File: src/rtl/core/slt_pkg.sv
package slt_pkg;

  localparam int LIST_SIZE_DEF = 128;
  localparam int DATA_W        = 32;
  localparam int POS_W         = 8;
  localparam int KIND_W        = 3;

  typedef logic [KIND_W-1:0] kind_t;

  localparam kind_t KIND_CLEAR  = 3'd0;
  localparam kind_t KIND_INSERT = 3'd1;
  localparam kind_t KIND_DELETE = 3'd2;
  localparam kind_t KIND_GET    = 3'd3;
  localparam kind_t KIND_LOCATE = 3'd4;

  typedef enum logic [2:0] {
    CELL_HOLD,
    CELL_ROTATE,
    CELL_CLEAR,
    CELL_INSERT,
    CELL_DELETE
  } cell_mode_t;

  typedef enum logic [2:0] {
    ST_IDLE,
    ST_PRE,
    ST_APPLY,
    ST_POST,
    ST_REPORT
  } state_t;

  typedef struct packed {
    cell_mode_t        mode;
    logic [DATA_W-1:0] val;
  } cell_ctl_t;

  typedef struct packed {
    logic clr;
    logic pre;
    logic post;
    logic want_elem;
    logic want_find;
  } scan_ctl_t;

endpackage

File: src/rtl/core/slt_cell.sv
module slt_cell #(
  parameter int INDEX = 0,
  parameter int IW    = 7
) (
  input  logic                      clk,
  input  logic                      rst_n,
  input  slt_pkg::cell_ctl_t        ctl,
  input  logic [IW-1:0]             idx,
  input  logic [slt_pkg::DATA_W-1:0] left_d,
  input  logic [slt_pkg::DATA_W-1:0] right_d,
  output logic [slt_pkg::DATA_W-1:0] data_q
);
  import slt_pkg::*;

  localparam logic [IW-1:0] MY_IDX = IW'(INDEX);

  logic [DATA_W-1:0] data_r;
  logic [DATA_W-1:0] data_nxt;
  logic              above;
  logic              at;

  assign above = MY_IDX > idx;
  assign at    = MY_IDX == idx;

  always_comb begin
    data_nxt = data_r;
    case (ctl.mode)
      CELL_ROTATE: data_nxt = right_d;
      CELL_CLEAR:  data_nxt = '0;
      CELL_INSERT: begin
        if (above) begin
          data_nxt = left_d;
        end else if (at) begin
          data_nxt = ctl.val;
        end
      end
      CELL_DELETE: begin
        if (above || at) begin
          data_nxt = right_d;
        end
      end
      default: data_nxt = data_r;
    endcase
  end

  always_ff @(posedge clk) begin
    if (!rst_n) begin
      data_r <= '0;
    end else begin
      data_r <= data_nxt;
    end
  end

  assign data_q = data_r;

endmodule

File: config.mk
export PLATFORM = sky130hd
export DESIGN_NAME = slt_cell
export DESIGN_NICKNAME = d
export VERILOG_FILES = /design/src/rtl/core/slt_pkg.sv /design/src/rtl/core/slt_cell.sv
export SDC_FILE = /design/constraint.sdc
export NUM_CORES = 1
export LEC_CHECK = 0
export BUFFER_PORTS_ARGS = -buffer_cell sky130_fd_sc_hd__buf_4
export CAP_MARGIN = 20
export CORE_ASPECT_RATIO = 1.4
export CORE_MARGIN = 5
export CORE_UTILIZATION = 39
export DETAILED_ROUTE_END_ITERATION = 10
export GPL_TIMING_DRIVEN = 0
export PLACE_DENSITY = 0.93
export SLEW_MARGIN = 25
export SYNTH_ARGS = -nofsm -noshare
export SYNTH_HDL_FRONTEND = slang
export SYNTH_SLANG_ARGS = --single-unit
File: constraint.sdc
create_clock -name clk -period 1.87 [get_ports clk]
set_input_delay 0.0935 -clock clk [delete_from_list [all_inputs] [get_ports clk]]
set_output_delay 0.0935 -clock clk [all_outputs]
set_load 0.01 [all_outputs]
# [Word-level counts from Yosys, hierarchy flattened]
# Index checks and enable logic that the tools add are counted.
[op_classes] order_cmp=1 eq_ne=6 mux=4 reduce_logical=4
[ops] operator="32-bit case mux with 4 select lines" count=1
[ops] operator="32-bit 2-to-1 mux" count=3
[ops] operator="1-bit by 7-bit greater-than comparator with 1-bit output (first input constant)" count=1
[ops] operator="7-bit zero test" count=1
[ops] operator="3-bit by 2-bit == test with 1-bit output (second input constant)" count=2
[ops] operator="4-bit nonzero test" count=1
[ops] operator="3-bit by 1-bit == test with 1-bit output (second input constant)" count=1
[ops] operator="3-bit == test (second input constant)" count=1
[ops] operator="3-bit != test (second input constant)" count=1
[ops] operator="3-bit AND reduction" count=1
[ops] operator="2-bit != test (second input constant)" count=1
[ops] operator="1-bit logical OR" count=1
[word_totals] reg_bits=32 inputBits=108 elab_cells=16

# [Depth between registers and ports, before layout]
[depth] word_depth=4 ltp_mapped=5 depth_no_buf=4

# [Worst setup path after synthesis]
# No wires, ideal clock.
[synth_path] path_type="input-to-reg" startpoint="in idx[4]" endpoint="reg data_r[0], in the netlist data_q[0]" arrival_time_ps=1166 required_time_ps=1751 slack_ps=585 stages=5 n_path_buf=1 path_cell_list="nor4_4 > nand4_2 > o31a_2 > buf_6 > o221a_2"
[synth_via] elab_chain_len=4 elab_cells_between_ends=8 classes_between="order compare: 1; eq/ne: 2; mux: 2; reduce/logical: 3"
[synth_rtl] element="start, declared" line_no="slt_cell.sv:8" source="input logic [IW-1:0] idx,"
[synth_rtl] element="1-bit by 7-bit greater-than comparator with 1-bit output / 7-bit zero test (equally long branches)" line_no="slt_cell.sv:22, slt_cell.sv:23"
[synth_rtl] element="1-bit logical OR" line_no="slt_cell.sv:38" source="if (above || at) begin"
[synth_rtl] element="2-bit != test (no source line)"
[synth_rtl] element="3-bit AND reduction (no source line)"
[synth_rtl] element="end signal, assigned" line_no="slt_cell.sv:50" source="data_r <= data_nxt;"
[synth_rtl] element="end, declared" line_no="slt_cell.sv:17" source="logic [DATA_W-1:0] data_r;"
# Parallel ways exist; a longest one is shown, timed or not.
# A chain may end at the register's enable or synchronous reset.

# [Worst setup path in the final report]
[layout_path] startpoint="in idx[4]" endpoint="reg data_r[21], in the netlist data_q[21]"
# Same word-level chain as after synthesis.

==> out/summary.txt <==
arrival time worst endpoint - 1.51 ns
period utilization - 71.9%
PortBufs - 107
Peak VDD IR - 655 uV
Mapped Nets - 227
wire length on met3 - 609 um
GRT overflow - 0
die height - 82.1 um
routed vias - 1,487
Ports - 140
CTS Buffer Depth - 2
htree depth - 2
mapped cell area - 0.00145 mm^2
status - completed
sequential fraction of the synthesis area - 44.3%
vias in the first global route - 1,652
endpoints failing hold - 0
full die area - 0.00505 mm^2
area grow syn2layout - 65.5%
routed length per placed instance - 16.8 um
unrepaired setup endpoints after global routing - no
top sig layer - met4
TritonCTS Buffers - 5
clk sinks - 32
critical path fanouts, max - 10
Core Util, Final - 66.4%
max reg flops - 32
Worst setup SP type - input pin
Starting Density - 40.1%
power per cell area - 713 mW/mm^2
Initial DRT Pass Iterations - 4
max-slew violations - 0
Worst-Margin Slew - 0.466 ns
CTS tree - yes
fraction of layout cells with a size suffix above 1 - 67.9%
Root Buffer - clkbuf_8
commonest non-fill, non-tap cell in the layout - buf_4
worst clock skew - 0 ns
Setup TNS - 0 ns
Row Count - 26
post-cts sizing count - 0
antenna-violating nets left - 0
met2 wire len - 2.29 mm
count of cell types in the netlist - 15
first-pass GRT wire length - 7.21 mm
drt drc - 0
insertion delay to the later sink of the worst-skew pair - 0.28 ns
Nets - 341
crit end category - flip-flop
final wirelength - 4.63 mm
max cap viols - 0
Syn Area/Cell - 12.2 um^2
worst setup margin - 0.526 ns
WS Path Type - in2reg
Setup WS pre-CTS - 0.199 ns
Initial DRC Count - 66
Req. time, crit path - 2.04 ns
diodes inserted - 0
Final HPWL DP - 3.70 mm
Yosys top cell area share - 44.3%
Setup Viol. Count Final - 0
Min Clock Period, post-route - 1.34 ns
GPL Wtd Cong - 0.740
Core Region - 0.00361 mm^2
Hold Path Class - in2reg
Fin Hold WS - 0.0870 ns
slew margin rel. - 68.9%
chip width - 61.5 um
GRT Total Usage - 18.8%
Synth area leader - dfxtp_1
met1 wire length - 1.68 mm
FMAX - 744 MHz
most frequent cells in the layout - 107 x buf_4, 32 x o21a_1, 32 x o221a_2, 32 x dfxtp_1
Gate Count Post-Synth - 119
flip-flop and latch count after synthesis - 32
CTS Hold Bufs - 0
antenna violations before repair - 0
Yosys warning count - 0
clock transition at the registers of the reported paths - 0.07 ns
leakage - 1.10 nW
Post CTS Setup Buffer Count - 0
largest net degree at the start of global routing - 11
Synth area leaders - dfxtp_1 44%, o221a_2 25%, o21a_1 17%
Via density - 5.39
==> final timing paths <==
| check | depth (start not counted) | endpoint | slack (ns) | startpoint |
|---|---|---|---|---|
| setup / recovery | 6 | data_q[21]$_SDFFE_PN0P_ | 0.53 | idx[4] |
| hold / removal | 2 | data_q[13]$_SDFFE_PN0P_ | 0.09 | right_d[13] |
| hold reg to reg | 1 | data_q[5]$_SDFFE_PN0P_ | 0.53 | data_q[5]$_SDFFE_PN0P_ |
| setup reg to reg | 1 | data_q[24]$_SDFFE_PN0P_ | 1.21 | data_q[24]$_SDFFE_PN0P_ |
==> layer usage <==
metal / global-route usage, % / vias up
met2: 32.7 / 81
li1: - / 717
met5: 0 / -
met3: 8.96 / 5
met4: 5.10 / 0
met1: 19.9 / 684
==> worst max-delay path, cell delays in order <==
cell and delay, ns:
buf_4 0.12, nor4_4 0.35, nand4b_1 0.28, clkbuf_1 0.30, o21a_1 0.24, o221a_2 0.12
==> cell usage after synthesis <==
| library cell | instances |
|---|---|
| a211oi_2 | 1 |
| buf_6 | 6 |
| clkbuf_1 | 6 |
| dfxtp_1 | 32 |
| inv_1 | 2 |
| nand4_2 | 1 |
| nand4b_1 | 1 |
| nor2_1 | 1 |
| nor3_2 | 1 |
| nor4_4 | 1 |
| o21a_1 | 32 |
| o221a_2 | 32 |
| o31a_1 | 1 |
| o31a_2 | 1 |
| o31ai_4 | 1 |
==> final cells by class <==
| cell class | instances | area [um^2] |
|---|---|---|
| fillers | 288 | 1210 |
| repair buffers | 107 | 803 |
| multi-input cells | 73 | 709 |
| flip-flops and latches | 32 | 641 |
| plain buffers | 12 | 90.1 |
| clock buffers | 6 | 82.6 |
| well taps | 42 | 52.6 |
| clock inverters | 2 | 10.0 |
| inverters | 2 | 7.51 |
==> where the power goes <==
part	leakage (nW)	switching, mW	total, mW	internal (mW)
clock	0.0510	0.251	0.544	0.293
combinational	0.789	0.145	0.399	0.253
sequential	0.264	0.0291	0.764	0.735
==> kinds of logic after synthesis <==
family | Yosys count | share of synthesized area (%)
compound gates | 68 | 45.1
buf+inv | 14 | 6.74
flops | 32 | 44.3
simple gates | 5 | 3.89
==> metrics by stage <==
stage	std cells	cell area [um^2]	total power, mW
4_1_cts	276	2400	1.72
3_5_place_dp	268	2300	1.18
6_report	276	2400	1.71
3_3_place_gp	268	2300	1.17
2_1_floorplan	119	1450	0.941
5_1_grt	276	2400	1.78
Note: power is estimated with default switching activity, not from simulation.
