<file path="config.mk">
export PLATFORM = sky130hd
export DESIGN_NAME = slt_scan
export DESIGN_NICKNAME = d
export VERILOG_FILES = /design/src/rtl/core/slt_pkg.sv /design/src/rtl/core/slt_scan.sv
export SDC_FILE = /design/constraint.sdc
export NUM_CORES = 1
export LEC_CHECK = 0
export BUFFER_PORTS_ARGS = -buffer_cell sky130_fd_sc_hd__buf_2
export CAP_MARGIN = 15
export CORE_ASPECT_RATIO = 1.75
export CORE_UTILIZATION = 45
export DETAILED_ROUTE_END_ITERATION = 6
export PLACE_DENSITY = 0.8
export SLEW_MARGIN = 25
export SYNTH_ARGS = -nofsm -noshare
export SYNTH_HDL_FRONTEND = slang
export SYNTH_SLANG_ARGS = --single-unit
export TNS_END_PERCENT = 100
</file>
<file path="constraint.sdc">
create_clock -name clk -period 2.73 [get_ports clk]
set_clock_uncertainty 0.1 [all_clocks]
set_input_delay 0.273 -clock clk [delete_from_list [all_inputs] [get_ports clk]]
set_output_delay 0.273 -clock clk [all_outputs]
set_load 0.02 [all_outputs]
</file>
<file path="src/rtl/core/slt_pkg.sv">
package slt_pkg;

  localparam int LIST_SIZE_DEF = 128;
  localparam int DATA_W        = 32;
  localparam int POS_W         = 8;
  localparam int KIND_W        = 3;

  typedef logic [KIND_W-1:0] kind_t;

  localparam kind_t KIND_CLEAR  = 3'd0;
  localparam kind_t KIND_INSERT = 3'd1;
  localparam kind_t KIND_DELETE = 3'd2;
  localparam kind_t KIND_GET    = 3'd3;
  localparam kind_t KIND_LOCATE = 3'd4;

  typedef enum logic [2:0] {
    CELL_HOLD,
    CELL_ROTATE,
    CELL_CLEAR,
    CELL_INSERT,
    CELL_DELETE
  } cell_mode_t;

  typedef enum logic [2:0] {
    ST_IDLE,
    ST_PRE,
    ST_APPLY,
    ST_POST,
    ST_REPORT
  } state_t;

  typedef struct packed {
    cell_mode_t        mode;
    logic [DATA_W-1:0] val;
  } cell_ctl_t;

  typedef struct packed {
    logic clr;
    logic pre;
    logic post;
    logic want_elem;
    logic want_find;
  } scan_ctl_t;

endpackage

</file>
<file path="src/rtl/core/slt_scan.sv">
module slt_scan #(
  parameter int LIST_SIZE = slt_pkg::LIST_SIZE_DEF,
  parameter int IW        = $clog2(LIST_SIZE)
) (
  input  logic                       clk,
  input  logic                       rst_n,
  input  slt_pkg::scan_ctl_t         ctl,
  input  logic [IW-1:0]              step,
  input  logic [IW-1:0]              idx,
  input  logic [slt_pkg::DATA_W-1:0] val,
  input  logic [slt_pkg::DATA_W-1:0] head,
  output logic [slt_pkg::DATA_W-1:0] element,
  output logic [slt_pkg::POS_W-1:0]  found_position,
  output logic [slt_pkg::POS_W-1:0]  length
);
  import slt_pkg::*;

  localparam int CW = $clog2(LIST_SIZE + 1);

  logic [DATA_W-1:0] elem_r;
  logic [CW-1:0]     found_r;
  logic              hit_r;
  logic [CW-1:0]     len_r;
  logic              run_r;

  // The ring passes each slot through cell 0 once per pass, in slot order,
  // so step names the slot that sits at the head in this cycle.
  always_ff @(posedge clk) begin
    if (!rst_n) begin
      hit_r <= 1'b0;
      run_r <= 1'b0;
    end else if (ctl.clr) begin
      elem_r  <= '0;
      found_r <= '0;
      hit_r   <= 1'b0;
      len_r   <= '0;
      run_r   <= 1'b1;
    end else begin
      if (ctl.pre && ctl.want_elem && (step == idx)) begin
        elem_r <= head;
      end
      if (ctl.pre && ctl.want_find && !hit_r && (head == val)) begin
        found_r <= CW'(step) + CW'(1);
        hit_r   <= 1'b1;
      end
      if (ctl.post && run_r) begin
        if (head != '0) begin
          len_r <= len_r + CW'(1);
        end else begin
          run_r <= 1'b0;
        end
      end
    end
  end

  assign element        = elem_r;
  assign found_position = POS_W'(found_r);
  assign length         = POS_W'(len_r);

endmodule

</file>
# ---- After elaboration in Yosys (flattened, before gate mapping)
# Index checks and enable logic that the tools add are counted.
dict set report word_totals {
  register_bits 50
  elab_cells 35
  output_inout_bits 48
  in_bits 85
}
dict set report classes {
  bitwise_logic 1
  addsub 2
  mux 7
  n_reduce_logical 17
  n_eq_ne 3
}
# op count
set op_table {}
lappend op_table {{32-bit == test} 1}
lappend op_table {{32-bit 2-to-1 mux} 1}
lappend op_table {{32-bit nonzero test} 1}
lappend op_table {{8-bit 2-to-1 mux} 3}
lappend op_table {{7-bit by 1-bit adder with 8-bit output (second input constant)} 1}
lappend op_table {{8-bit by 1-bit adder with 8-bit output (second input constant)} 1}
lappend op_table {{2-bit nonzero test} 4}
lappend op_table {{7-bit == test} 1}
lappend op_table {{1-bit logical AND} 6}
lappend op_table {{2-bit AND reduction} 3}
lappend op_table {{1-bit 2-to-1 mux} 3}
lappend op_table {{3-bit AND reduction} 1}
lappend op_table {{2-bit != test (second input constant)} 1}
lappend op_table {{2-bit OR reduction} 1}
lappend op_table {{1-bit zero test} 1}
lappend op_table {{1-bit NOT} 1}

# ---- Longest topological paths before layout
dict set report depth {
  word_depth 5
  mapped_depth 6
  depth_no_buf 5
}

# ---- Least setup slack after synthesis
# OpenSTA, ideal clock, no wires.
dict set report synth_timing {
  kind {input-to-reg}
  startpoint {in step[1]}
  endpoint {reg elem_r[0], in the netlist element[0], enable pin}
  slack_ps 684
  path_stages 4
  n_path_buf 0
  t_required_ps 2239
  arrival_ps 1555
  cell_sequence {xnor2_1 nand3_1 nor4_1 o21a_1}
}
dict set report synth_via {
  elab_chain_cells 4
}
# item line
set synth_rtl {}
lappend synth_rtl {{start, declared} slt_scan.sv:8} ;# input logic [IW-1:0] step,
lappend synth_rtl {{7-bit == test} slt_scan.sv:39} ;# if (ctl.pre && ctl.want_elem && (step == idx)) begin
lappend synth_rtl {{1-bit logical AND} slt_scan.sv:39}
lappend synth_rtl {{2-bit nonzero test (no source line)} n/a}
lappend synth_rtl {{2-bit AND reduction (no source line)} n/a}
lappend synth_rtl {{end signal, assigned} slt_scan.sv:33} ;# elem_r <= '0;
lappend synth_rtl {{end signal, assigned} slt_scan.sv:40} ;# elem_r <= head;
lappend synth_rtl {{end, declared} slt_scan.sv:20} ;# logic [DATA_W-1:0] elem_r;
# Every way passes these cells.
# A chain may end at the register's enable or synchronous reset.

# ---- Worst setup path in the final report
dict set report layout_timing {
  startpoint {in head[20] in the netlist's numbering}
  endpoint {reg found_r[1], in the netlist found_position[1], enable pin}
}
dict set report layout_via {
  elab_chain_cells 4
}
# item line
set layout_rtl {}
lappend layout_rtl {{start, declared} slt_scan.sv:11} ;# input logic [slt_pkg::DATA_W-1:0] head,
lappend layout_rtl {{32-bit == test} slt_scan.sv:42} ;# if (ctl.pre && ctl.want_find && !hit_r && (head == val)) begin
lappend layout_rtl {{1-bit logical AND} slt_scan.sv:42}
lappend layout_rtl {{2-bit nonzero test (no source line)} n/a}
lappend layout_rtl {{2-bit AND reduction (no source line)} n/a}
lappend layout_rtl {{end signal, assigned} slt_scan.sv:43} ;# found_r <= CW'(step) + CW'(1);
lappend layout_rtl {{end, declared} slt_scan.sv:21} ;# logic [CW-1:0] found_r;
# Every way passes these cells.

==> results.sh <==
export IMPL_drt_initial_drc_count=52
export IMPL_worstHoldStart="rst_n"
export IMPL_synth_top_area_cell="edfxtp_1"
export IMPL_rsz0062_at_grt="false"
export IMPL_dr_pass1_iters=4
export IMPL_timing_rr_start="hit_r$_SDFFE_PP0P_"
export IMPL_place_congestion=0.804
export IMPL_setup_viol=0
export IMPL_hold_depth=2
export IMPL_reg2reg_depth=4
export IMPL_cts_resized=0
export IMPL_status="finished clean"
export IMPL_reg2reg_slack_ns=0.87
export IMPL_root_buffer="clkbuf_8"
export IMPL_worst_pin_slew_ns=1.03
export IMPL_period_share_pct=69.4
export IMPL_hp_class="input pin to flip-flop"
export IMPL_ioPinCount=133
export IMPL_max_cap_viol_count=0
export IMPL_synthTopCellsByArea="edfxtp_1, xor2_1, nor2b_1, xnor2_1, nor4_1"
export IMPL_dieArea_mm2=0.00599
export IMPL_die_h_um=102
export IMPL_n_fill_cell=472
export IMPL_postRouteAntennaNets=0
export IMPL_ir_worst_vdd_v=0.000326
export IMPL_routed_via_density=5.01
export IMPL_fin_nets=428
export IMPL_yosysTopAreaCellShare_pct=56.5
export IMPL_post_dp_cell_area_mm2=0.00329
export IMPL_hold_viol=0
export IMPL_dp_hpwl_mm=4.90
export IMPL_core_mm2=0.00534
export IMPL_antenna_found_initial=0
export IMPL_power_density_mw_per_mm2=521
export IMPL_synthTopCellsByCount="edfxtp_1, nor2b_1, xor2_1, xnor2_1, nor4_1"
export IMPL_grt_start_max_net_pins=54
export IMPL_initial_core_util_pct=47.8
export IMPL_post_drt_wl_per_cell_um=14.9
export IMPL_async_flop_share_pct=0
export IMPL_fin_area_mm2=0.00340
export IMPL_grt_pass1_wl_mm=9.37
export IMPL_die_width_um=58.9
export IMPL_post_route_util_pct=63.7
export IMPL_numCtsBuffers=5
export IMPL_vias=2086
export IMPL_yosysWarnings=0
export IMPL_leakage_nw=1.38
export IMPL_crit_arrival_ns=1.78
export IMPL_fin_crit_ns=1.89
export IMPL_rows=35
export IMPL_worstPathRequired_ns=2.61
export IMPL_syn_num_nets=293
export IMPL_crit_path_start_kind="input pin"
export IMPL_first_global_vias=2080
export IMPL_ys_ff_latch=50
export IMPL_cts_tree="done"
export IMPL_post_cts_buffers=0
export IMPL_ys_seq_area_share_pct=58.1
export IMPL_relSlewSlack_pct=31.3
export IMPL_antenna_cells=0
export IMPL_drc=0
export IMPL_worstSkewPairLatency_ns=0.30
export IMPL_syn2layout_area_growth_pct=33.3
export IMPL_synth_enable_flop_cells=48
export IMPL_numPortBuffers=132
export IMPL_htreeDepth=2
export IMPL_cts_sinks=50
export IMPL_path_clk_slew_ns=0.10
export IMPL_routed_wl_mm=6.21
export IMPL_synth_area_per_cell_um2=12.4
export IMPL_cp_max_fo=8
export IMPL_min_to="hit_r$_SDFFE_PP0P_"
export IMPL_synth_most_common_cell="edfxtp_1"
export IMPL_setup_worst_path_end_class="flip-flop"
export IMPL_track_usage_pct=21.5
export IMPL_crit_type="input pin to flip-flop"
export IMPL_ctsLongestPathBuffers=2
export IMPL_ctsHoldBuffers=0
export IMPL_fin_setup_tns_ns=0
export IMPL_synth_area_mm2=0.00255
export IMPL_drive_above_1_share_pct=43.0
export IMPL_fmax_mhz=528
export IMPL_synth_cells=206
export IMPL_ys_types=28
export IMPL_ys_flop_type="edfxtp_1"
export IMPL_gr_total_overflow=0
export IMPL_drv_slew=0
export IMPL_r2r_end="found_position[1]$_SDFFCE_PP0P_"
==> cell usage in the layout (no fill, tap or decap), types with 2 or more instances in the layout <==
| cell type | n |
|---|---|
| o21ai_1 | 2 |
| nor4_1 | 14 |
| nor2_1 | 12 |
| clkbuf_8 | 5 |
| inv_1 | 2 |
| dfxtp_1 | 2 |
| nand3_1 | 8 |
| ha_1 | 2 |
| nor2b_1 | 32 |
| o21a_1 | 2 |
| buf_4 | 2 |
| xnor2_1 | 16 |
| nand2_1 | 3 |
| a21oi_1 | 3 |
| or3_1 | 3 |
| nor2b_2 | 2 |
| buf_2 | 132 |
| and3_1 | 2 |
| xor2_1 | 32 |
| o211a_1 | 2 |
| nor3_1 | 3 |
| edfxtp_1 | 48 |
| nand4_1 | 5 |
==> metrics by stage <==
| stage | worst slack, ns | hold slack (ns) | power [mW] | cells |
|---|---|---|---|---|
| 2_1_floorplan | 0.684 | 0.321 | 1.11 | 206 |
| 3_3_place_gp | 0.431 | 0.381 | 1.26 | 408 |
| 3_5_place_dp | 0.464 | 0.392 | 1.26 | 408 |
| 4_1_cts | 0.791 | 0.144 | 1.78 | 416 |
| 5_1_grt | 0.704 | 0.156 | 1.83 | 416 |
| 6_report | 0.835 | 0.148 | 1.77 | 416 |
==> routing by layer <==
layer	up-vias	GRT usage, %	wire length [um]
met2	98	41.6	3410
met3	16	4.21	397
li1	1007	-	-
met1	965	20.0	2160
met5	-	0	0
met4	0	12.1	247
==> sequential cells by signal, indices dropped and copies added (netlist names) <==
| register | cells |
|---|---|
| length | 8 |
| run_r | 1 |
| found_position | 8 |
| hit_r | 1 |
| element | 32 |
==> worst max-delay path: stages <==
cell     delay (ns)
buf_2          0.12
xor2_1         0.15
nor4_1         0.34
nand4_1        0.15
nor4_2         0.37
o21a_1         0.37
==> cells by family after synthesis <==
logic type	share of synthesized area (%)
simple gates	20.5
flops	58.1
xor+xnor	16.5
compound gates	2.55
buf+inv	1.47
fa+ha+maj	0.981
==> worst max-delay path by stage <==
| stage | from | to | slack, ns | depth (start not counted) |
|---|---|---|---|---|
| global placement | val[20] | found_position[0]$_SDFFCE_PP0P_ | 0.43 | 6 |
| detailed placement | head[20] | found_position[7]$_SDFFCE_PP0P_ | 0.46 | 6 |
| global route | hit_r$_SDFFE_PP0P_ | found_position[3]$_SDFFCE_PP0P_ | 0.70 | 4 |
| CTS | head[20] | found_position[5]$_SDFFCE_PP0P_ | 0.79 | 6 |
| finish | head[20] | found_position[1]$_SDFFCE_PP0P_ | 0.84 | 6 |
| floorplan | step[1] | element[0]$_SDFFCE_PP0P_ | 0.68 | 4 |
==> area by class of cell <==
cell class | count | area (um2) | share of cell area [%]
Sequential cell | 50 | 1480 | 43.5
Multi-Input combinational cell | 148 | 1030 | 30.3
Timing Repair Buffer | 134 | 676 | 19.9
Tap cell | 74 | 92.6 | 2.72
Clock buffer | 5 | 68.8 | 2.02
Clock inverter | 3 | 43.8 | 1.29
Inverter | 2 | 7.51 | 0.221
==> power by group <==
part           internal, mW  switching [mW]  leakage [nW]  total [mW]
Combinational         0.136           0.196         0.878       0.331
Clock                 0.275           0.254        0.0585       0.529
Sequential            0.896          0.0152         0.442       0.911
Total                  1.31           0.465          1.38        1.77
Note: power is estimated with default switching activity, not from simulation.
