**src/rtl/core/slt_pkg.sv**
```systemverilog
package slt_pkg;

  localparam int LIST_SIZE_DEF = 128;
  localparam int DATA_W        = 32;
  localparam int POS_W         = 8;
  localparam int KIND_W        = 3;

  typedef logic [KIND_W-1:0] kind_t;

  localparam kind_t KIND_CLEAR  = 3'd0;
  localparam kind_t KIND_INSERT = 3'd1;
  localparam kind_t KIND_DELETE = 3'd2;
  localparam kind_t KIND_GET    = 3'd3;
  localparam kind_t KIND_LOCATE = 3'd4;

  typedef enum logic [2:0] {
    CELL_HOLD,
    CELL_ROTATE,
    CELL_CLEAR,
    CELL_INSERT,
    CELL_DELETE
  } cell_mode_t;

  typedef enum logic [2:0] {
    ST_IDLE,
    ST_PRE,
    ST_APPLY,
    ST_POST,
    ST_REPORT
  } state_t;

  typedef struct packed {
    cell_mode_t        mode;
    logic [DATA_W-1:0] val;
  } cell_ctl_t;

  typedef struct packed {
    logic clr;
    logic pre;
    logic post;
    logic want_elem;
    logic want_find;
  } scan_ctl_t;

endpackage

```
**src/rtl/core/slt_ctrl.sv**
```systemverilog
module slt_ctrl #(
  parameter int LIST_SIZE = slt_pkg::LIST_SIZE_DEF,
  parameter int IW        = $clog2(LIST_SIZE)
) (
  input  logic                       clk,
  input  logic                       rst_n,
  input  logic                       start,
  output logic                       busy,
  input  slt_pkg::kind_t             in_kind,
  input  logic [slt_pkg::POS_W-1:0]  in_position,
  input  logic [slt_pkg::DATA_W-1:0] in_value,
  output slt_pkg::cell_ctl_t         cell_ctl,
  output slt_pkg::scan_ctl_t         scan_ctl,
  output logic [IW-1:0]              idx,
  output logic [IW-1:0]              step,
  output logic                       report
);
  import slt_pkg::*;

  localparam int CW = $clog2(LIST_SIZE + 1);
  localparam int PW = (CW > POS_W) ? CW : POS_W;
  localparam logic [IW-1:0] LAST_STEP = IW'(LIST_SIZE - 1);

  state_t            state_r;
  state_t            state_nxt;
  logic [IW-1:0]     step_r;
  logic [IW-1:0]     step_nxt;
  kind_t             kind_r;
  logic              ok_r;
  logic [IW-1:0]     idx_r;
  logic [DATA_W-1:0] val_r;
  logic [PW-1:0]     pos_w;
  logic              pos_ok;
  logic              accept;
  logic              last;

  assign pos_w  = PW'(in_position);
  assign pos_ok = (pos_w != '0) && (pos_w <= PW'(LIST_SIZE));
  assign busy   = !((state_r == ST_IDLE) || (state_r == ST_REPORT));
  assign accept = start && !busy;
  assign last   = step_r == LAST_STEP;

  always_comb begin
    state_nxt = state_r;
    case (state_r)
      ST_IDLE:   state_nxt = accept ? ST_PRE : ST_IDLE;
      ST_PRE:    state_nxt = last ? ST_APPLY : ST_PRE;
      ST_APPLY:  state_nxt = ST_POST;
      ST_POST:   state_nxt = last ? ST_REPORT : ST_POST;
      ST_REPORT: state_nxt = accept ? ST_PRE : ST_IDLE;
      default:   state_nxt = ST_IDLE;
    endcase
  end

  always_comb begin
    step_nxt = '0;
    if (((state_r == ST_PRE) || (state_r == ST_POST)) && !last) begin
      step_nxt = step_r + IW'(1);
    end
  end

  always_ff @(posedge clk) begin
    if (!rst_n) begin
      state_r <= ST_IDLE;
      step_r  <= '0;
    end else begin
      state_r <= state_nxt;
      step_r  <= step_nxt;
    end
  end

  always_ff @(posedge clk) begin
    if (accept) begin
      kind_r <= in_kind;
      ok_r   <= pos_ok;
      idx_r  <= IW'(pos_w - PW'(1));
      val_r  <= in_value;
    end
  end

  always_comb begin
    cell_ctl.mode = CELL_HOLD;
    cell_ctl.val  = val_r;
    case (state_r)
      ST_PRE, ST_POST: cell_ctl.mode = CELL_ROTATE;
      ST_APPLY: begin
        if (kind_r == KIND_CLEAR) begin
          cell_ctl.mode = CELL_CLEAR;
        end else if ((kind_r == KIND_INSERT) && ok_r) begin
          cell_ctl.mode = CELL_INSERT;
        end else if ((kind_r == KIND_DELETE) && ok_r) begin
          cell_ctl.mode = CELL_DELETE;
        end
      end
      default: cell_ctl.mode = CELL_HOLD;
    endcase

    scan_ctl.clr       = accept;
    scan_ctl.pre       = state_r == ST_PRE;
    scan_ctl.post      = state_r == ST_POST;
    scan_ctl.want_elem = ok_r && ((kind_r == KIND_GET) || (kind_r == KIND_DELETE));
    scan_ctl.want_find = kind_r == KIND_LOCATE;
  end

  assign idx    = idx_r;
  assign step   = step_r;
  assign report = state_r == ST_REPORT;

endmodule

```
**config.mk**
```make
export PLATFORM = sky130hd
export DESIGN_NAME = slt_ctrl
export DESIGN_NICKNAME = d
export VERILOG_FILES = /design/src/rtl/core/slt_pkg.sv /design/src/rtl/core/slt_ctrl.sv
export SDC_FILE = /design/constraint.sdc
export NUM_CORES = 1
export LEC_CHECK = 0
export ABC_AREA = 1
export BUFFER_PORTS_ARGS = -buffer_cell sky130_fd_sc_hd__buf_2
export CORE_MARGIN = 1
export CORE_UTILIZATION = 30
export DETAILED_ROUTE_END_ITERATION = 10
export SKIP_LAST_GASP = 1
export SLEW_MARGIN = 15
export SYNTH_ARGS = -nofsm -noshare
export SYNTH_HDL_FRONTEND = slang
export SYNTH_SLANG_ARGS = --single-unit
```
**constraint.sdc**
```tcl
create_clock -name clk -period 2.45 [get_ports clk]
set_input_delay 0.49 -clock clk [delete_from_list [all_inputs] [get_ports clk]]
set_output_delay 0.49 -clock clk [all_outputs]
set_load 0.01 [all_outputs]
```
=== Word-level counts from Yosys, hierarchy flattened ===
Cells that the tools add are included.

* Bits in registers: 53
* Input bits: 46
* Output and inout bits: 56
* Word-level logic and storage cells: 43

* Add/sub/neg operators: 2
* Order comparisons: 1
* Eq/ne operators: 9
* Multiplexer cells: 8
* Reduce and logical (&&, ||, !) cells: 17

{| class="wikitable"
|+ Operators with widths
! operator !! number
|-
| == test 3 x 2 -> 1 bit, second input constant || 4
|-
| 2-to-1 mux 3 bit || 4
|-
| case mux 3 bit (4 select lines) || 1
|-
| less-or-equal comparator 8 bit, second input constant || 1
|-
| nonzero test 8 bit || 1
|-
| adder 7 x 1 -> 7 bit, second input constant || 1
|-
| == test 7 bit, second input constant || 1
|-
| subtractor 7 x 1 -> 7 bit, second input constant || 1
|-
| == test 3 x 1 -> 1 bit, second input constant || 2
|-
| == test 3 bit, second input constant || 2
|-
| logical AND 1 bit || 6
|-
| logical NOT 3 bit || 2
|-
| case mux 3 bit (2 select lines) || 1
|-
| OR reduction 2 bit || 2
|-
| logical OR 1 bit || 3
|-
| logical NOT 1 bit || 2
|-
| 2-to-1 mux 2 bit || 1
|-
| AND reduction 2 bit || 1
|-
| 2-to-1 mux 1 bit || 1
|}

=== Depth between registers and ports, before layout ===
Gate-level depths: netlist of the first run.

* Word-level depth: 6
* Gate-level depth with buffers: 8
* Mapped depth without buffers: 8

=== Worst setup path after synthesis of the first run ===
OpenSTA, ideal clock, no wires.

* Kind: input to output
* Start point: in start
* End point: out scan_ctl[4] (netlist bit)
* Data arrival time: 1680 ps
* Required time: 1960 ps
* Setup slack: 280 ps
* Stages on the path: 3
* Buffers on the path: 1
* Cell sequence: nand2_1 inv_1 buf_4

* Cells in the longest elaborated chain, start to end: 1

{| class="wikitable"
|+ Ends and longest elaborated chain
! item !! line !! RTL
|-
| from (decl) || slt_ctrl.sv:7 || <nowiki>input logic start,</nowiki>
|-
| logical AND 1 bit || slt_ctrl.sv:40 || <nowiki>assign accept = start && !busy;</nowiki>
|-
| to (decl) || slt_ctrl.sv:13 || <nowiki>output slt_pkg::scan_ctl_t scan_ctl,</nowiki>
|}

No other way between the ends.

==> impl_metrics.yaml, run 1 <==
status:
  status: "finished clean"
synthesis:
  synth_cell_types: 27
  synth.largest_area_cell: "edfxtp_1"
  seq_area_frac_synth: 0.757
  syn_inst: 142
  syn_area_per_cell_um2: 13.9
  yosys_warnings: 0
  yosysTopAreaCellShare: 0.655
  ys_top_cells_by_area: "edfxtp_1 (66%), dfxtp_1 (10%), inv_1 (3.8%)"
  syn_nets: 190
  syn_area_um2: 1970
  ys_seq_elements: 53
pwr:
  total_power_mw: 1.68
  vdd_drop_max_mv: 0.309
  intPower_mw: 1.30
  power.share.clock: 0.281
  comb_power_share: 0.099
  power_switching_share: 0.228
  pwr-share-seq: 0.620
  power_leakage_nw: 1.24
  p_sw_mw: 0.383
  power.density_nw_per_um2: 633
layout:
  nNetsFinal: 299
  final_cell_mix: "buf_2 (101), edfxtp_1 (43), nand2_1 (20)"
  n_antenna_cell: 0
  final_common_cell: "buf_2"
  regArea_um2: 1490
  nFillCells: 597
  multi_input_area_um2: 384
  syn_to_final_growth_pct: 35.1
  layout-drive-gt1-share: 0.492
job:
  maxCapViolCount: 0
floorplanning:
  fp.coreArea_um2: 6350
  fp.dieW_um: 83.1
  start_util: 0.310
  rows: 29
  dieArea_um2: 6900
  fp.dieH_um: 83.1
  io_pins: 102
clocking:
  clockBufferDepth: 2
  post_cts_buffers: 0
  clkLatencyLatePin_ps: 300
  cts_made_buffers: 5
  clock_sinks: 53
  cts_resized: 0
  htree_num_levels: 2
  cts_tree: "built"
  clk_transition_reported_paths_ps: 90
  postCtsHoldBufs: 0
  cts-root-buf: "clkbuf_8"
worst_setup_path:
  crit_path_max_incr_delay_ps: 350
  reg2reg_to: "val_r[11]"
  reg2reg_depth: 4
  ff2ff_setup_slack_ps: 1020
  crit_fanout: 5
  crit_chain: "inv_2 > nand3b_1 > nor4_1 > buf_2"
  critical_path_arrival_ps: 1310
  worstPathRequired_ps: 1960
  critPathBufInv: 2
  cp-end-kind: "output port"
  critPathLaunchType: "register"
  critical-path-top-delay-family: "simple AND/OR/NAND/NOR gates"
  criticalPathCategory: "reg -> out"
  rr_startpoint: "state_r[1]"
  slowest_stage: "dfxtp_1"
detailed_routing:
  drtAntennaViolNets: 0
  num_vias: 1380
  avgViaCountPerCell: 4.19
  wl_per_cell_um: 11.6
  drtIter0Drc: 37
  wl_um: 3820
  drc: 0
  dr.pass1.iters: 4
grt:
  grt_first_pass_wirelength_um: 6270
  antenna_found_initial: 1
  grt_max_degree: 21
  grt_use_total: 0.117
  globalRouteOverflowTotal: 0
  grt_pass1_vias: 1324
sta:
  hold_viol_final: 0
  setup_viol: 0
  drv_slew: 0
  fin_tns_setup_ps: 0
  fmax_mhz: 555
  grt_setup_unrepaired: "no"
  fin_crit_sh: 0.735
  fin_crit_ps: 1800
  skew_ps: 5.47
  slew_headroom: 0.831
  worstMarginPinSlew_ps: 252
place:
  io_buffers: 101
  dp_hpwl_um: 2980
  place.gp.congestion: 0.810
worst_hold_path:
  hp-start: "in_value[3]"
  hold_class: "in -> reg"
  holdPathStages: 1
  whs_endpoint: "val_r[3]"
worst reg2reg max path: cells and delay by family, from the launching register on:
kind,cells,cell delay (ps)
and+or+nand+nor,2,230
DFF,1,340
buffers and inverters,2,540
metrics by stage:
step	std cells	setup WS [ps]	hold slack, ps	util	area (um2)
floorplan	142	280	453	-	1970
global placement	321	889	454	0.406	2580
detailed placement	321	840	464	0.406	2580
CTS	329	649	342	0.419	2660
global route	329	560	327	0.419	2660
finish	329	650	354	0.419	2660
synthesized netlist by cell type:
cell / n
edfxtp_1: 43
inv_1: 20
nand2_1: 20
nor2_1: 14
dfxtp_1: 10
xor2_1: 4
nand3_2: 3
a21oi_1: 2
ha_1: 2
nand3_1: 2
nand3b_1: 2
nand4_1: 2
nor2_2: 2
nor3_1: 2
nor3_2: 2
a21oi_2: 1
a31oi_1: 1
buf_4: 1
clkinv_1: 1
clkinv_2: 1
inv_2: 1
nand2_4: 1
nand3_4: 1
nor4_1: 1
nor4_2: 1
o21ai_0: 1
xnor2_1: 1
per-layer routing:
layer  global-route usage  vias to the layer above  routed length, um
met5                    0                        -                 11
met4               0.0423                        2                 55
met2                0.188                       54               1860
met1                0.136                      623               1590
li1                     -                      692                  -
met3               0.0547                        9                312
power by group through the flow:
stage	combinational [mW]	sequential [mW]	clock [mW]
after floorplan	0.0492	1.09	0
after global placement	0.169	1.07	0
after detailed placement	0.171	1.07	0
after CTS	0.171	1.05	0.496
after global routing	0.186	1.05	0.534
final	0.166	1.04	0.473
sequential cells by signal, indices dropped and copies added (netlist names):
signal   cells
idx          7
kind_r       3
ok_r         1
state_r      3
step         7
val_r       32
area by class of cell:
class | count | share of cell area
tap | 77 | 0.0362
inverter | 23 | 0.0329
multi-input combinational | 65 | 0.144
clock inverter | 2 | 0.00376
clock buffer | 6 | 0.0273
sequential | 53 | 0.560
timing repair buffer | 103 | 0.195
worst max-delay path by stage:
| stage | from | to | depth (start not counted) |
|---|---|---|---|
| global route | state_r[1] | scan_ctl[4] | 4 |
| CTS | state_r[1] | scan_ctl[4] | 4 |
| floorplan | start | scan_ctl[4] | 3 |
| detailed placement | in_position[0] | ok_r | 8 |
| global placement | in_position[0] | ok_r | 8 |
| finish | state_r[2] | cell_ctl[34] | 4 |
kinds of logic after synthesis:
| logic type | after synthesis | share of synthesized area |
|---|---|---|
| adder cells (fa/ha/maj) | 2 | 0.0127 |
| XOR/XNOR | 5 | 0.0222 |
| AND/OR/NAND/NOR | 53 | 0.145 |
| AO/OA/AOI/OAI | 5 | 0.0152 |
| flip-flops | 53 | 0.757 |
| buffers and inverters | 24 | 0.0482 |
Power figures use the tool's default switching activity.
==> run 2: changes to the inputs <==
==> constraint.sdc (replaced) <==
create_clock -name clk -period 1.7 [get_ports clk]
set_input_delay 0.34 -clock clk [delete_from_list [all_inputs] [get_ports clk]]
set_output_delay 0.34 -clock clk [all_outputs]
set_load 0.01 [all_outputs]
==> run 2 against run 1 <==
Flip-flop and latch count did not move. Final area rose by 0.70%. Highest routed layer is now met4. Largest cell class unchanged. Clock power rose by 49%.
==> impl_metrics.yaml, run 2 (synthesis results as in run 1) <==
status:
  status: "finished clean"
detailed_routing:
  avgViaCountPerCell: 4.22
  wl_met1_um: 1540
  drtAntennaViolNets: 0
  drc: 0
  wl_met2_um: 1870
  routed-wl-met3_um: 302
  highest_layer: "met4"
  drtIter0Drc: 30
  num_vias: 1388
  dr.pass1.iters: 4
  wl_per_cell_um: 11.4
  wl_um: 3760
clocking:
  postCtsHoldBufs: 0
  clk_transition_reported_paths_ps: 100
  clock_sinks: 53
  htree_num_levels: 2
  clkLatencyLatePin_ps: 300
  cts_tree: "built"
  clockBufferDepth: 2
  cts-root-buf: "clkbuf_8"
  post_cts_buffers: 0
  cts_made_buffers: 5
  cts_resized: 0
place:
  place_area_um2: 2590
  io_buffers: 101
  place.gp.congestion: 0.774
  dp_hpwl_um: 2870
pwr:
  intPower_mw: 1.88
  comb_power_share: 0.099
  p_sw_mw: 0.571
  power.density_nw_per_um2: 915
  power_switching_share: 0.233
  vdd_drop_max_mv: 0.392
  total_power_mw: 2.45
  power.share.clock: 0.287
  pwr-share-seq: 0.614
  power_leakage_nw: 1.23
floorplanning:
  start_util: 0.310
  io_pins: 102
  fp.dieW_um: 83.1
  fp.dieH_um: 83.1
  fp.coreArea_um2: 6350
  rows: 29
  dieArea_um2: 6900
worst_hold_path:
  holdPathStages: 1
  hold_class: "in -> reg"
layout:
  multi_input_area_um2: 389
  finalInstanceArea_um2: 2680
  syn_to_final_growth_pct: 36.1
  final_util: 0.422
  n_antenna_cell: 0
  nNetsFinal: 299
  regArea_um2: 1490
  layout-drive-gt1-share: 0.512
  final_cell_mix: "buf_2 (101), edfxtp_1 (43), inv_1 (19), nand2_1 (19), nor2_1 (13)"
  final_common_cell: "buf_2"
  top_register: "val_r"
  largest_reg_flops: 32
  nFillCells: 599
worst_setup_path:
  cp-end-kind: "output port"
  critical_path_arrival_ps: 1260
  crit_fanout: 5
  critPathLaunchType: "register"
  reg2reg_depth: 4
  criticalPathCategory: "reg -> out"
  worstPathRequired_ps: 1360
sta:
  skew_ps: 7.78
  fin_crit_sh: 0.940
  grt_setup_unrepaired: "no"
  fmax_mhz: 626
  hold_viol_final: 0
  drv_slew: 0
  worstMarginPinSlew_ps: 302
  fin_crit_ps: 1600
  slew_headroom: 0.799
  fin_tns_setup_ps: 0
  setup_viol: 0
grt:
  antenna_found_initial: 0
  grt_first_pass_wirelength_um: 5980
  globalRouteOverflowTotal: 0
  grt_use_total: 0.111
  grt_max_degree: 24
  grt_pass1_vias: 1294
job:
  maxCapViolCount: 0
-- run 2: through the flow --
step,std cells,hold slack [ps],setup slack (ps)
2_1_floorplan,142,438,19.4
3_3_place_gp,321,452,294
3_5_place_dp,321,463,260
4_1_cts,329,190,70.6
5_1_grt,329,176,3.32
6_report,329,204,102
-- run 2: layout make-up --
class / count / area share
flip-flops and latches: 53 / 0.557
clock inverters: 3 / 0.00793
inverters: 23 / 0.0341
repair buffers: 103 / 0.194
clock buffers: 5 / 0.0257
well taps: 77 / 0.0359
multi-input cells: 65 / 0.145
-- run 2: worst max-delay path: stages (launching register included) --
cell,delay (ps)
dfxtp_1,350
inv_2,70
nand3b_1,160
nor4_1,200
buf_2,170
-- run 2: power groups by stage --
stage               registers, mW  clock network, mW  logic [mW]
floorplan                    1.57                  0      0.0749
global placement             1.53                  0       0.246
detailed placement           1.54                  0       0.246
CTS                          1.51              0.744       0.247
global route                 1.51              0.793       0.267
finish                       1.51              0.705       0.242
-- run 2: final timing paths --
| path | startpoint | to | slack, ps |
|---|---|---|---|
| setup / recovery | state_r[2] | cell_ctl[34] | 100 |
| hold / removal | in_value[15] | val_r[15] | 200 |
| setup reg to reg | state_r[1] | kind_r[1] | 410 |
| hold reg to reg | step[0] | step[0] | 480 |
-- run 2: layer usage --
layer / vias up / global-route usage
li1: 692 / -
met1: 636 / 0.122
met2: 54 / 0.189
met3: 6 / 0.0487
met4: 0 / 0.0423
met5: - / 0
==> run 3: changes to the inputs <==
--- a/config.mk
+++ b/config.mk
@@ -8,8 +8,9 @@
 export ABC_AREA = 1
 export BUFFER_PORTS_ARGS = -buffer_cell sky130_fd_sc_hd__buf_2
 export CORE_MARGIN = 1
-export CORE_UTILIZATION = 30
+export CORE_UTILIZATION = 44
 export DETAILED_ROUTE_END_ITERATION = 10
+export PLACE_DENSITY = 0.78
 export SKIP_LAST_GASP = 1
 export SLEW_MARGIN = 15
 export SYNTH_ARGS = -nofsm -noshare
==> run 3 against run 2 <==
First-iteration DRC count rose by 63%. Fmax rose by 1.5%. Clock power rose by 19%. Hold slack barely moved. Critical path depth did not move. Cell count fell by 8.2%. Via count fell by 0.36%. Setup slack improved by 24 ps.
==> impl_metrics.yaml, run 3 (synthesis results as in run 1) <==
status:
  status: "finished clean"
worst_setup_path:
  reg2reg_depth: 4
  crit_fanout: 5
  criticalPathCategory: "reg -> out"
  critical_path_arrival_ps: 1230
  worstPathRequired_ps: 1360
  cp-end-kind: "output port"
  critPathLaunchType: "register"
  ff2ff_setup_slack_ps: 440
grt:
  globalRouteOverflowTotal: 0
  antenna_found_initial: 0
  grt_pass1_vias: 1269
  grt_use_total: 0.171
  grt_max_degree: 33
  grt_first_pass_wirelength_um: 5640
detailed_routing:
  avgViaCountPerCell: 4.58
  drtAntennaViolNets: 0
  wl_per_cell_um: 12.3
  dr.pass1.iters: 4
  wl_um: 3720
  num_vias: 1383
  drc: 0
  drtIter0Drc: 49
layout:
  nFillCells: 328
  syn_to_final_growth_pct: 36.3
  fin_cells: 302
  n_antenna_cell: 0
  largest_reg_flops: 32
  nNetsFinal: 299
  top_register: "val_r"
  final_common_cell: "buf_2"
  final_cell_mix: "buf_2 (101), edfxtp_1 (43), nand2_1 (19)"
  layout-drive-gt1-share: 0.516
sta:
  fin_crit_sh: 0.926
  drv_slew: 0
  fin_crit_ps: 1570
  skew_ps: 6.25
  hold_viol_final: 0
  fin_tns_setup_ps: 0
  slew_headroom: 0.846
  grt_setup_unrepaired: "no"
  setup_viol: 0
  fmax_mhz: 635
  worstMarginPinSlew_ps: 230
clocking:
  clk_transition_reported_paths_ps: 90
  htree_num_levels: 2
  postCtsHoldBufs: 0
  post_cts_buffers: 0
  cts-root-buf: "clkbuf_8"
  clkLatencyLatePin_ps: 300
  clock_sinks: 53
  cts_tree: "built"
  clockBufferDepth: 2
  cts_made_buffers: 5
floorplanning:
  fp.dieH_um: 68.9
  io_pins: 102
  fp.dieW_um: 68.9
  rows: 23
  dieArea_um2: 4750
  start_util: 0.476
  fp.coreArea_um2: 4140
worst_hold_path:
  hold_class: "in -> reg"
  holdPathStages: 1
pwr:
  vdd_drop_max_mv: 0.618
  power.density_nw_per_um2: 967
  power_leakage_nw: 1.25
place:
  placed_cells: 294
  place.gp.congestion: 0.678
  io_buffers: 101
  dp_hpwl_um: 2970
job:
  maxCapViolCount: 0
-- run 3: cell types whose count changed in the layout (fill, tap and decap cells not counted), sizes merged --
cell    delta
inv        -1
bufinv     +1
-- run 3: stage by stage --
step           utilization  hold WS (ps)  setup WS [ps]  instance area, um2  power (mW)
2_1_floorplan            -           438           19.4                1990        1.65
3_3_place_gp         0.620           455            303                2570        1.78
3_5_place_dp         0.620           472            238                2570        1.79
4_1_cts              0.648           193            107                2690        2.63
5_1_grt              0.648           185           4.46                2690        2.71
6_report             0.648           204            126                2690        2.60
-- run 3: what timing repair did --
item	4_1_cts	5_1_grt
endpoints found under the setup margin	0	1
gates resized for setup	0	1
hold endpoints to repair	0	0
-- run 3: cell type report --
cell class	count	area [um2]	area share
clock inverters	3	46.3	0.0172
clock buffers	5	68.8	0.0256
flip-flops and latches	53	1490	0.556
repair buffers	103	533	0.199
multi-input cells	65	389	0.145
well taps	50	62.6	0.0233
inverters	23	91.3	0.0340
-- run 3: path summary, 6_finish.rpt --
kind / start / to
max: state_r[2] / cell_ctl[34]
min reg2reg: step[0] / step[0]
min: in_value[28] / val_r[28]
max reg2reg: state_r[1] / val_r[9]
-- run 3: worst max-delay path, cell delays in order, from the launching register on --
cell and delay [ps]:
dfxtp_1 350, inv_2 70, nand3b_1 160, nor4_1 190, buf_2 170
-- run 3: layer usage --
| layer | part of all wire | up-vias | GRT usage | routed length, um |
|---|---|---|---|---|
| met2 | 0.49 | 53 | 0.282 | 1820 |
| met5 | 0 | - | 0 | 0 |
| met4 | 0.012 | 0 | 0.0689 | 45 |
| li1 | - | 696 | - | - |
| met1 | 0.40 | 629 | 0.196 | 1490 |
| met3 | 0.096 | 5 | 0.0724 | 358 |
-- run 3: power breakdown --
group          internal, mW  switching (mW)
Sequential             1.49          0.0203
Clock                 0.441           0.401
Combinational         0.108           0.141
Total                  2.03           0.563
